### config.mk
export PLATFORM = sky130hd
export DESIGN_NAME = tgi_ctrl
export DESIGN_NICKNAME = d
export VERILOG_FILES = /design/src/sv/tgi_pkg.sv /design/src/sv/tgi_ctrl.sv
export VERILOG_INCLUDE_DIRS = /design/src /design/src/sv
export SDC_FILE = /design/constraint.sdc
export NUM_CORES = 1
export LEC_CHECK = 0
export BUFFER_PORTS_ARGS = -buffer_cell sky130_fd_sc_hd__buf_2
export CORE_UTILIZATION = 51
export CTS_CLUSTER_DIAMETER = 30
export CTS_CLUSTER_SIZE = 10
export DETAILED_ROUTE_END_ITERATION = 10
export GPL_ROUTABILITY_DRIVEN = 0
export PLACE_DENSITY = 0.83
export SETUP_SLACK_MARGIN = 0.1
export SYNTH_ARGS = -nofsm -noshare
export SYNTH_HDL_FRONTEND = slang
export SYNTH_SLANG_ARGS = --single-unit
### constraint.sdc
create_clock -name clk -period 2.9 [get_ports clk]
set_input_delay 0.58 -clock clk [delete_from_list [all_inputs] [get_ports clk]]
set_output_delay 0.58 -clock clk [all_outputs]
set_load 0.01 [all_outputs]
### src/sv/trilinear_grid_interpolator_defines.svh
// Assertion macros used by the interpolator controller
`ifndef TRILINEAR_GRID_INTERPOLATOR_DEFINES_SVH
`define TRILINEAR_GRID_INTERPOLATOR_DEFINES_SVH

// Check that a condition implies another in the same cycle
`define TGI_ASSERT_NOW(label, clk, rst_n, ante, cons, msg) \
    label: assert property (@(posedge clk) disable iff (!rst_n) (ante) |-> (cons)) \
        else $error(msg);

// Check that a condition implies another in the next cycle
`define TGI_ASSERT_NEXT(label, clk, rst_n, ante, cons, msg) \
    label: assert property (@(posedge clk) disable iff (!rst_n) (ante) |=> (cons)) \
        else $error(msg);

`endif

### src/sv/tgi_pkg.sv
`timescale 1ns / 1ps
// Shared types and constants for the trilinear grid interpolator
package tgi_pkg;

    localparam int GRID_AW   = 16;
    localparam int CNT_W     = 9;
    localparam int IDX_W     = 8;
    localparam int NUM_W     = 49;
    localparam int DEN_W     = 33;
    localparam int DIV_STEPS = 49;
    localparam int DIV_CW    = 6;
    localparam int CFG_IW    = 2;
    localparam int CFG_DW    = 7;

    localparam logic [CFG_IW-1:0] CFG_T_COUNT = 2'd0;
    localparam logic [CFG_IW-1:0] CFG_X_COUNT = 2'd1;
    localparam logic [CFG_IW-1:0] CFG_Z_COUNT = 2'd2;

    typedef enum logic [2:0] {
        CMD_LOAD_T    = 3'd0,
        CMD_LOAD_X    = 3'd1,
        CMD_LOAD_Z    = 3'd2,
        CMD_LOAD_CELL = 3'd3,
        CMD_QUERY     = 3'd4
    } cmd_t;

    typedef enum logic [4:0] {
        ST_CLEAR,
        ST_IDLE,
        ST_SCAN,
        ST_SCAN_TAIL,
        ST_INDEX,
        ST_FETCH0,
        ST_FETCH1,
        ST_FETCH2,
        ST_ADDR1,
        ST_ADDR2,
        ST_DIV_START,
        ST_DIV_WAIT,
        ST_CORNER,
        ST_CORNER_TAIL,
        ST_MUL_LO,
        ST_MUL_HI,
        ST_SUM,
        ST_FIN,
        ST_DONE
    } state_t;

    typedef enum logic [1:0] {
        AX_T = 2'd0,
        AX_X = 2'd1,
        AX_Z = 2'd2
    } axis_t;

    typedef enum logic [1:0] {
        RS_SCAN = 2'd0,
        RS_LO   = 2'd1,
        RS_HI   = 2'd2
    } rsel_t;

    typedef struct packed {
        logic               clear_we;
        logic [GRID_AW-1:0] clr_addr;
        logic               start_query;
        logic               scan_en;
        logic [CNT_W-1:0]   scan_k;
        logic               mk_index;
        rsel_t              rsel;
        logic               cap_lo;
        logic               cap_hi;
        logic               addr1;
        logic               addr2;
        logic               div_start;
        logic               div_store;
        axis_t              axis;
        logic               corner_en;
        logic [2:0]         corner;
        logic               mul_lo;
        logic               mul_hi;
        logic               blend_sum;
        logic               fin;
        logic [2:0]         step;
        logic               out_load;
    } tgi_ctl_t;

    typedef struct packed {
        logic scan_last;
        logic div_done;
        logic out_free;
    } tgi_sts_t;

endpackage

### src/sv/tgi_ctrl.sv
`timescale 1ns / 1ps
// Controller state machine that sequences loads and queries
`include "trilinear_grid_interpolator_defines.svh"
module tgi_ctrl
    import tgi_pkg::*;
(
    input  logic       clk,
    input  logic       rst_n,
    input  logic       in_valid,
    input  logic [2:0] command,
    output logic       in_ready,
    output tgi_ctl_t   ctl,
    input  tgi_sts_t   st
);

    state_t             state_reg, state_next;
    logic [CNT_W-1:0]   idx_reg, idx_next;
    logic [GRID_AW-1:0] clr_reg, clr_next;
    axis_t              axis_reg, axis_next;

    // Next state and counters
    always_comb
    begin
        state_next = state_reg;
        idx_next   = idx_reg;
        clr_next   = clr_reg;
        axis_next  = axis_reg;
        unique case (state_reg)
            ST_CLEAR:
            begin
                clr_next = clr_reg + 1'b1;
                if (clr_reg == '1)
                begin
                    state_next = ST_IDLE;
                end
            end
            ST_IDLE:
            begin
                if (in_valid && (command == CMD_QUERY))
                begin
                    idx_next   = '0;
                    state_next = ST_SCAN;
                end
            end
            ST_SCAN:
            begin
                if (st.scan_last)
                begin
                    state_next = ST_SCAN_TAIL;
                end
                else
                begin
                    idx_next = idx_reg + 1'b1;
                end
            end
            ST_SCAN_TAIL:   state_next = ST_INDEX;
            ST_INDEX:       state_next = ST_FETCH0;
            ST_FETCH0:      state_next = ST_FETCH1;
            ST_FETCH1:      state_next = ST_FETCH2;
            ST_FETCH2:      state_next = ST_ADDR1;
            ST_ADDR1:       state_next = ST_ADDR2;
            ST_ADDR2:
            begin
                axis_next  = AX_T;
                state_next = ST_DIV_START;
            end
            ST_DIV_START:   state_next = ST_DIV_WAIT;
            ST_DIV_WAIT:
            begin
                if (st.div_done)
                begin
                    if (axis_reg == AX_Z)
                    begin
                        idx_next   = '0;
                        state_next = ST_CORNER;
                    end
                    else
                    begin
                        axis_next  = (axis_reg == AX_T) ? AX_X : AX_Z;
                        state_next = ST_DIV_START;
                    end
                end
            end
            ST_CORNER:
            begin
                if (idx_reg[2:0] == 3'd7)
                begin
                    state_next = ST_CORNER_TAIL;
                end
                else
                begin
                    idx_next = idx_reg + 1'b1;
                end
            end
            ST_CORNER_TAIL:
            begin
                idx_next   = '0;
                state_next = ST_MUL_LO;
            end
            ST_MUL_LO:      state_next = ST_MUL_HI;
            ST_MUL_HI:      state_next = ST_SUM;
            ST_SUM:         state_next = ST_FIN;
            ST_FIN:
            begin
                if (idx_reg[2:0] == 3'd6)
                begin
                    state_next = ST_DONE;
                end
                else
                begin
                    idx_next   = idx_reg + 1'b1;
                    state_next = ST_MUL_LO;
                end
            end
            ST_DONE:
            begin
                if (st.out_free)
                begin
                    state_next = ST_IDLE;
                end
            end
            default:        state_next = ST_IDLE;
        endcase
    end

    // Command outputs
    always_comb
    begin
        in_ready        = 1'b0;
        ctl.clear_we    = 1'b0;
        ctl.clr_addr    = clr_reg;
        ctl.start_query = 1'b0;
        ctl.scan_en     = 1'b0;
        ctl.scan_k      = idx_reg;
        ctl.mk_index    = 1'b0;
        ctl.rsel        = RS_SCAN;
        ctl.cap_lo      = 1'b0;
        ctl.cap_hi      = 1'b0;
        ctl.addr1       = 1'b0;
        ctl.addr2       = 1'b0;
        ctl.div_start   = 1'b0;
        ctl.div_store   = 1'b0;
        ctl.axis        = axis_reg;
        ctl.corner_en   = 1'b0;
        ctl.corner      = idx_reg[2:0];
        ctl.mul_lo      = 1'b0;
        ctl.mul_hi      = 1'b0;
        ctl.blend_sum   = 1'b0;
        ctl.fin         = 1'b0;
        ctl.step        = idx_reg[2:0];
        ctl.out_load    = 1'b0;
        unique case (state_reg)
            ST_CLEAR:       ctl.clear_we = 1'b1;
            ST_IDLE:
            begin
                in_ready        = 1'b1;
                ctl.start_query = in_valid && (command == CMD_QUERY);
            end
            ST_SCAN:        ctl.scan_en = 1'b1;
            ST_SCAN_TAIL:   ctl.scan_en = 1'b0;
            ST_INDEX:       ctl.mk_index = 1'b1;
            ST_FETCH0:      ctl.rsel = RS_LO;
            ST_FETCH1:
            begin
                ctl.rsel   = RS_HI;
                ctl.cap_lo = 1'b1;
            end
            ST_FETCH2:      ctl.cap_hi = 1'b1;
            ST_ADDR1:       ctl.addr1 = 1'b1;
            ST_ADDR2:       ctl.addr2 = 1'b1;
            ST_DIV_START:   ctl.div_start = 1'b1;
            ST_DIV_WAIT:    ctl.div_store = st.div_done;
            ST_CORNER:      ctl.corner_en = 1'b1;
            ST_CORNER_TAIL: ctl.corner_en = 1'b0;
            ST_MUL_LO:      ctl.mul_lo = 1'b1;
            ST_MUL_HI:      ctl.mul_hi = 1'b1;
            ST_SUM:         ctl.blend_sum = 1'b1;
            ST_FIN:         ctl.fin = 1'b1;
            ST_DONE:        ctl.out_load = st.out_free;
            default:        in_ready = 1'b0;
        endcase
    end

    always_ff @(posedge clk or negedge rst_n)
    begin
        if (!rst_n)
        begin
            state_reg <= ST_CLEAR;
            idx_reg   <= '0;
            clr_reg   <= '0;
            axis_reg  <= AX_T;
        end
        else
        begin
            state_reg <= state_next;
            idx_reg   <= idx_next;
            clr_reg   <= clr_next;
            axis_reg  <= axis_next;
        end
    end

    // Only the idle state takes a transfer
    `TGI_ASSERT_NOW(a_ready_idle, clk, rst_n, in_ready, state_reg == ST_IDLE, "ready outside idle")
    // A query transfer starts the axis scan
    `TGI_ASSERT_NEXT(a_query_scan, clk, rst_n, state_reg == ST_IDLE && in_valid && command == CMD_QUERY, state_reg == ST_SCAN, "query did not start scan")
    // A blocked result holds the controller
    `TGI_ASSERT_NEXT(a_done_hold, clk, rst_n, state_reg == ST_DONE && !st.out_free, state_reg == ST_DONE && !ctl.start_query, "result dropped while output full")

endmodule
# --- Word level (Yosys, flattened, before mapping) ---
# Cells that the tools add are included.
word_totals:
  regBits: 32
  input_bits: 9
  out_inout_bits: 52
  wordCells: 86
classes:
  add_sub_neg: 2
  eq_ne: 34
  n_mux: 38
  reduce_logical: 8
ops:
  columns: ["op", "count"]
  rows:
  - ["5-bit one-hot mux with 19 select lines", 1]
  - ["9-bit 2-to-1 mux", 6]
  - ["9-bit one-hot mux with 6 select lines", 1]
  - ["5-bit by 4-bit equality test with 1-bit output, second input constant", 8]
  - ["5-bit 2-to-1 mux", 7]
  - ["2-bit != test, second input constant", 11]
  - ["5-bit by 3-bit equality test with 1-bit output, second input constant", 4]
  - ["1-bit 2-to-1 mux", 17]
  - ["16-bit by 1-bit adder with 16-bit output, second input constant", 1]
  - ["16-bit equality test, second input constant", 1]
  - ["5-bit equality test, second input constant", 3]
  - ["5-bit by 2-bit equality test with 1-bit output, second input constant", 2]
  - ["9-bit by 1-bit adder with 9-bit output, second input constant", 1]
  - ["3-bit equality test, second input constant", 3]
  - ["2-bit one-hot mux with 2 select lines", 2]
  - ["7-bit AND reduction", 1]
  - ["2-bit 2-to-1 mux", 3]
  - ["6-bit AND reduction", 1]
  - ["6-bit nonzero test", 1]
  - ["5-bit by 1-bit equality test with 1-bit output, second input constant", 1]
  - ["5-bit zero test", 1]
  - ["3-bit 2-to-1 mux", 1]
  - ["3-bit AND reduction", 1]
  - ["2-bit equality test, second input constant", 1]
  - ["3 further kinds", 3]

# --- Longest topological paths before layout ---
depth:
  depth_word: 5
  mapped_depth: 8
  depth_no_buf: 7

# --- Worst setup path after synthesis ---
# Ideal clock, no wire load.
synth_timing:
  path_type: "reg2reg"
  start: "reg idx_reg[0]"
  end: "reg idx_reg[3]"
  setup_ns: 0.095
  t_arrival_ns: 2.298
  t_required_ns: 2.805
  path_slack_ns: 0.507
  path_stages_with_launch: 9
  n_path_buf: 1
  synth_period_minus_slack_ns: 2.393
  path_cell_list: "dfrtp_1 -> inv_1 -> ha_1 -> and2_0 -> and4_1 -> a211o_1 -> or4b_4 -> buf_6 -> o31ai_1"
synth_between:
  elab_chain_cells: 3
  elab_cells_between_ends: 10
  classes_between: "1 x add/sub; 4 x eq/ne; 4 x mux; 1 x reduce/logical"
synth_rtl:
  columns: ["item", "line_no", "rtl"]
  rows:
  - ["start: declaration", "tgi_ctrl.sv:17", "logic [CNT_W-1:0] idx_reg, idx_next;"]
  - ["start signal: assignment", "tgi_ctrl.sv:196", "idx_reg <= idx_next;"]
  - ["9-bit by 1-bit adder with 9-bit output (tied with other cells)", "tgi_ctrl.sv:53, tgi_ctrl.sv:92, tgi_ctrl.sv:111", null]
  - ["9-bit 2-to-1 mux (tied with other cells)", "tgi_ctrl.sv:105", "if (idx_reg[2:0] == 3'd6)"]
  - ["9-bit one-hot mux with 6 select lines / 7-bit AND reduction (equally long branches)", null, null]
# Several ways; a longest one is shown, not always the timed one. The select of a mux whose other input is x is not followed.
# A chain may end at the register's enable or synchronous reset.

==> impl_metrics.yaml <==
status:
  outcome: "complete, no violations"
finish:
  drive_gt1_share_pct: 27.4
  mostFrequentLayoutCells: "buf_2 (60), dfrtp_1 (32), nor2_1 (23), nor3_1 (14), nand2_1 (12)"
  area_growth_pct: 19.1
  antenna_cells: 0
  mostFrequentLayoutCell: "buf_2"
  fin_nets: 289
  n_fill_cell: 312
  largest_reg_flops: 16
  instances_no_fill: 325
drt:
  num_vias: 1871
  drtIter0Drc: 164
  wl_per_cell_um: 14.1
  drc: 0
  wirelength_um: 4570
  via_per_inst: 5.76
  drtAntennaViolNets: 0
  dr.pass1.iters: 5
grt:
  grtUsageTotal_pct: 22.9
  grt_pass1_vias: 1656
  gr-total-overflow: 0
  grt_pass1_wl_um: 7490
  grt_start_max_net_pins: 33
  antenna_found_initial: 0
power_and_ir_drop:
  finalPower_mw: 1.99
  clkPwrFrac_pct: 21.4
  seq_power_share_pct: 35.4
  p_sw_share_pct: 42.6
  internal_power_mw: 1.14
  p_leak_nw: 1.25
  power.switching_mw: 0.846
  ir_drop_mv: 0.364
  combPwrFrac_pct: 43.2
  p_per_area_nw_per_um2: 826
clock_network:
  insertion_delay_ns: 0.29
  cts_buffers: 5
  clock_path_buffers: 2
  cts_num_sinks: 32
  post_cts_buffers: 0
  cts_root_buf: "clkbuf_8"
  holdBufCountCts: 0
  clkSlewWorstSetupHoldPaths_ns: 0.07
  h-tree-depth: 2
  cts_tree: "done"
  cts_resized: 0
synthesis:
  syn_inst: 221
  yosysSeqAreaShare_pct: 39.7
  synth_ff_type: "dfrtp_1"
  synth_edf_count: 0
  yosys_warnings: 0
  async_reset_ff_share_pct: 100
  avgSynthCellArea_sq_um: 9.14
  ys_types: 50
  synth_area_sq_um: 2020
  syn_nets: 234
  synth-seq-cells: 32
min_path:
  worstHoldPathType: "in -> async"
setup_path:
  crit_arrival_ns: 1.95
  crit_path_start_kind: "register"
  end_kind: "primary output"
  r2r_slack_ns: 0.45
  ff2ff_path_depth: 7
  critPathMaxFanout: 16
  reg2reg_to: "idx_reg[8]$_DFFE_PN0P_"
  crit_type: "reg -> out"
  rr_startpoint: "idx_reg[0]$_DFFE_PN0P_"
  worstPathRequired_ns: 2.32
sta:
  slew_headroom_pct: 52.1
  hold_viol: 0
  finClkSkew_ns: 0.00724
  clock.fmax_ghz: 0.395
  setup_tns_ns: 0
  worst_pin_slew_ns: 0.718
  finalCriticalPeriod_ns: 2.53
  finalSetupViolations: 0
  finalMaxSlewViolations: 0
  rsz0062_at_grt: "no"
  timing.final.ws_setup_ns: 0.371
  fin_crit_sh_pct: 87.2
floorplanning:
  ios: 61
  die_h_um: 64.9
  die_x_um: 64.9
  initial_core_util_pct: 54.3
  rows: 22
  die_area_sq_um: 4220
  core_area_sq_um: 3720
job:
  drv_cap: 0
placed_design:
  hpwlAfterDp_um: 3230
  placedCellCount: 317
  post-place-ws_ns: 0.454
  numPortBuffers: 60
## through the flow
| step | hold slack [ns] | utilization, % | instance area [sq um] |
|---|---|---|---|
| after floorplan | 0.284 | - | 2020 |
| after global placement | 0.474 | 61.9 | 2300 |
| after detailed placement | 0.491 | 61.9 | 2300 |
| after CTS | 0.369 | 64.7 | 2410 |
| after global routing | 0.413 | 64.7 | 2410 |
| final | 0.341 | 64.7 | 2410 |
## power by group through the flow
stage	combinational [mW]	clock (mW)	sequential, mW
6_report	0.859	0.425	0.703
5_1_grt	0.949	0.452	0.725
4_1_cts	0.857	0.431	0.701
3_5_place_dp	0.849	0	0.710
3_3_place_gp	0.830	0	0.709
2_1_floorplan	0.709	0	0.645
## per-layer routing
metal	wire [um]	vias to the layer above	global-route usage (%)
li1	-	912	-
met1	1980	871	29.7
met2	2250	79	38.4
met3	267	9	3.70
met4	75	0	7.78
met5	0	-	0
## area by class of cell
class                           count  area, sq um  area share (%)
Clock buffer                        6         72.6            3.02
Clock inverter                      2         35.0            1.46
Inverter                            9         33.8            1.40
Multi-Input combinational cell    166         1090            45.2
Sequential cell                    32          801            33.3
Tap cell                           48         60.1            2.50
Timing Repair Buffer               62          315            13.1
## cell families (layout without fill, tap and decap cells)
kind of cell	after synthesis	after routing	share of synthesized area (%)
flops	32	32	39.7
buf+inv	23	79	6.44
compound gates	39	39	14.1
xor+xnor	16	16	6.94
mux	6	6	3.10
fa+ha+maj	4	4	2.48
simple gates	101	101	27.3
## cell usage after synthesis (7+ instances only)
| master | instances | area share [%] |
|---|---|---|
| xnor2_1 | 11 | 4.8 |
| o41ai_1 | 7 | 3.0 |
| dfrtp_1 | 32 | 40 |
| nor3_1 | 14 | 3.5 |
| nand2_1 | 12 | 2.2 |
| inv_1 | 8 | 1.5 |
| a21oi_1 | 8 | 2.0 |
| nand4_1 | 8 | 2.5 |
| nor2_1 | 23 | 4.3 |
| and3_1 | 9 | 2.8 |
| nand3_1 | 9 | 2.2 |
## worst max path at each step
stage | startpoint | endpoint | slack [ns] | cells past startpoint
floorplan | idx_reg[0]$_DFFE_PN0P_ | idx_reg[3]$_DFFE_PN0P_ | 0.51 | 8
global placement | command[1] | idx_reg[7]$_DFFE_PN0P_ | 0.51 | 6
detailed placement | command[1] | idx_reg[7]$_DFFE_PN0P_ | 0.45 | 6
CTS | state_reg[1]$_DFFE_PN0P_ | ctl[50] | 0.37 | 4
global route | state_reg[1]$_DFFE_PN0P_ | ctl[50] | 0.26 | 4
finish | state_reg[1]$_DFFE_PN0P_ | ctl[50] | 0.37 | 4
## worst max-delay path, stage by stage (launching register included)
cell and delay (ns):
dfrtp_1 0.55, or3_2 0.60, nor3_1 0.16, buf_4 0.21, buf_2 0.15
No activity file was read; power rests on OpenSTA's default activity.
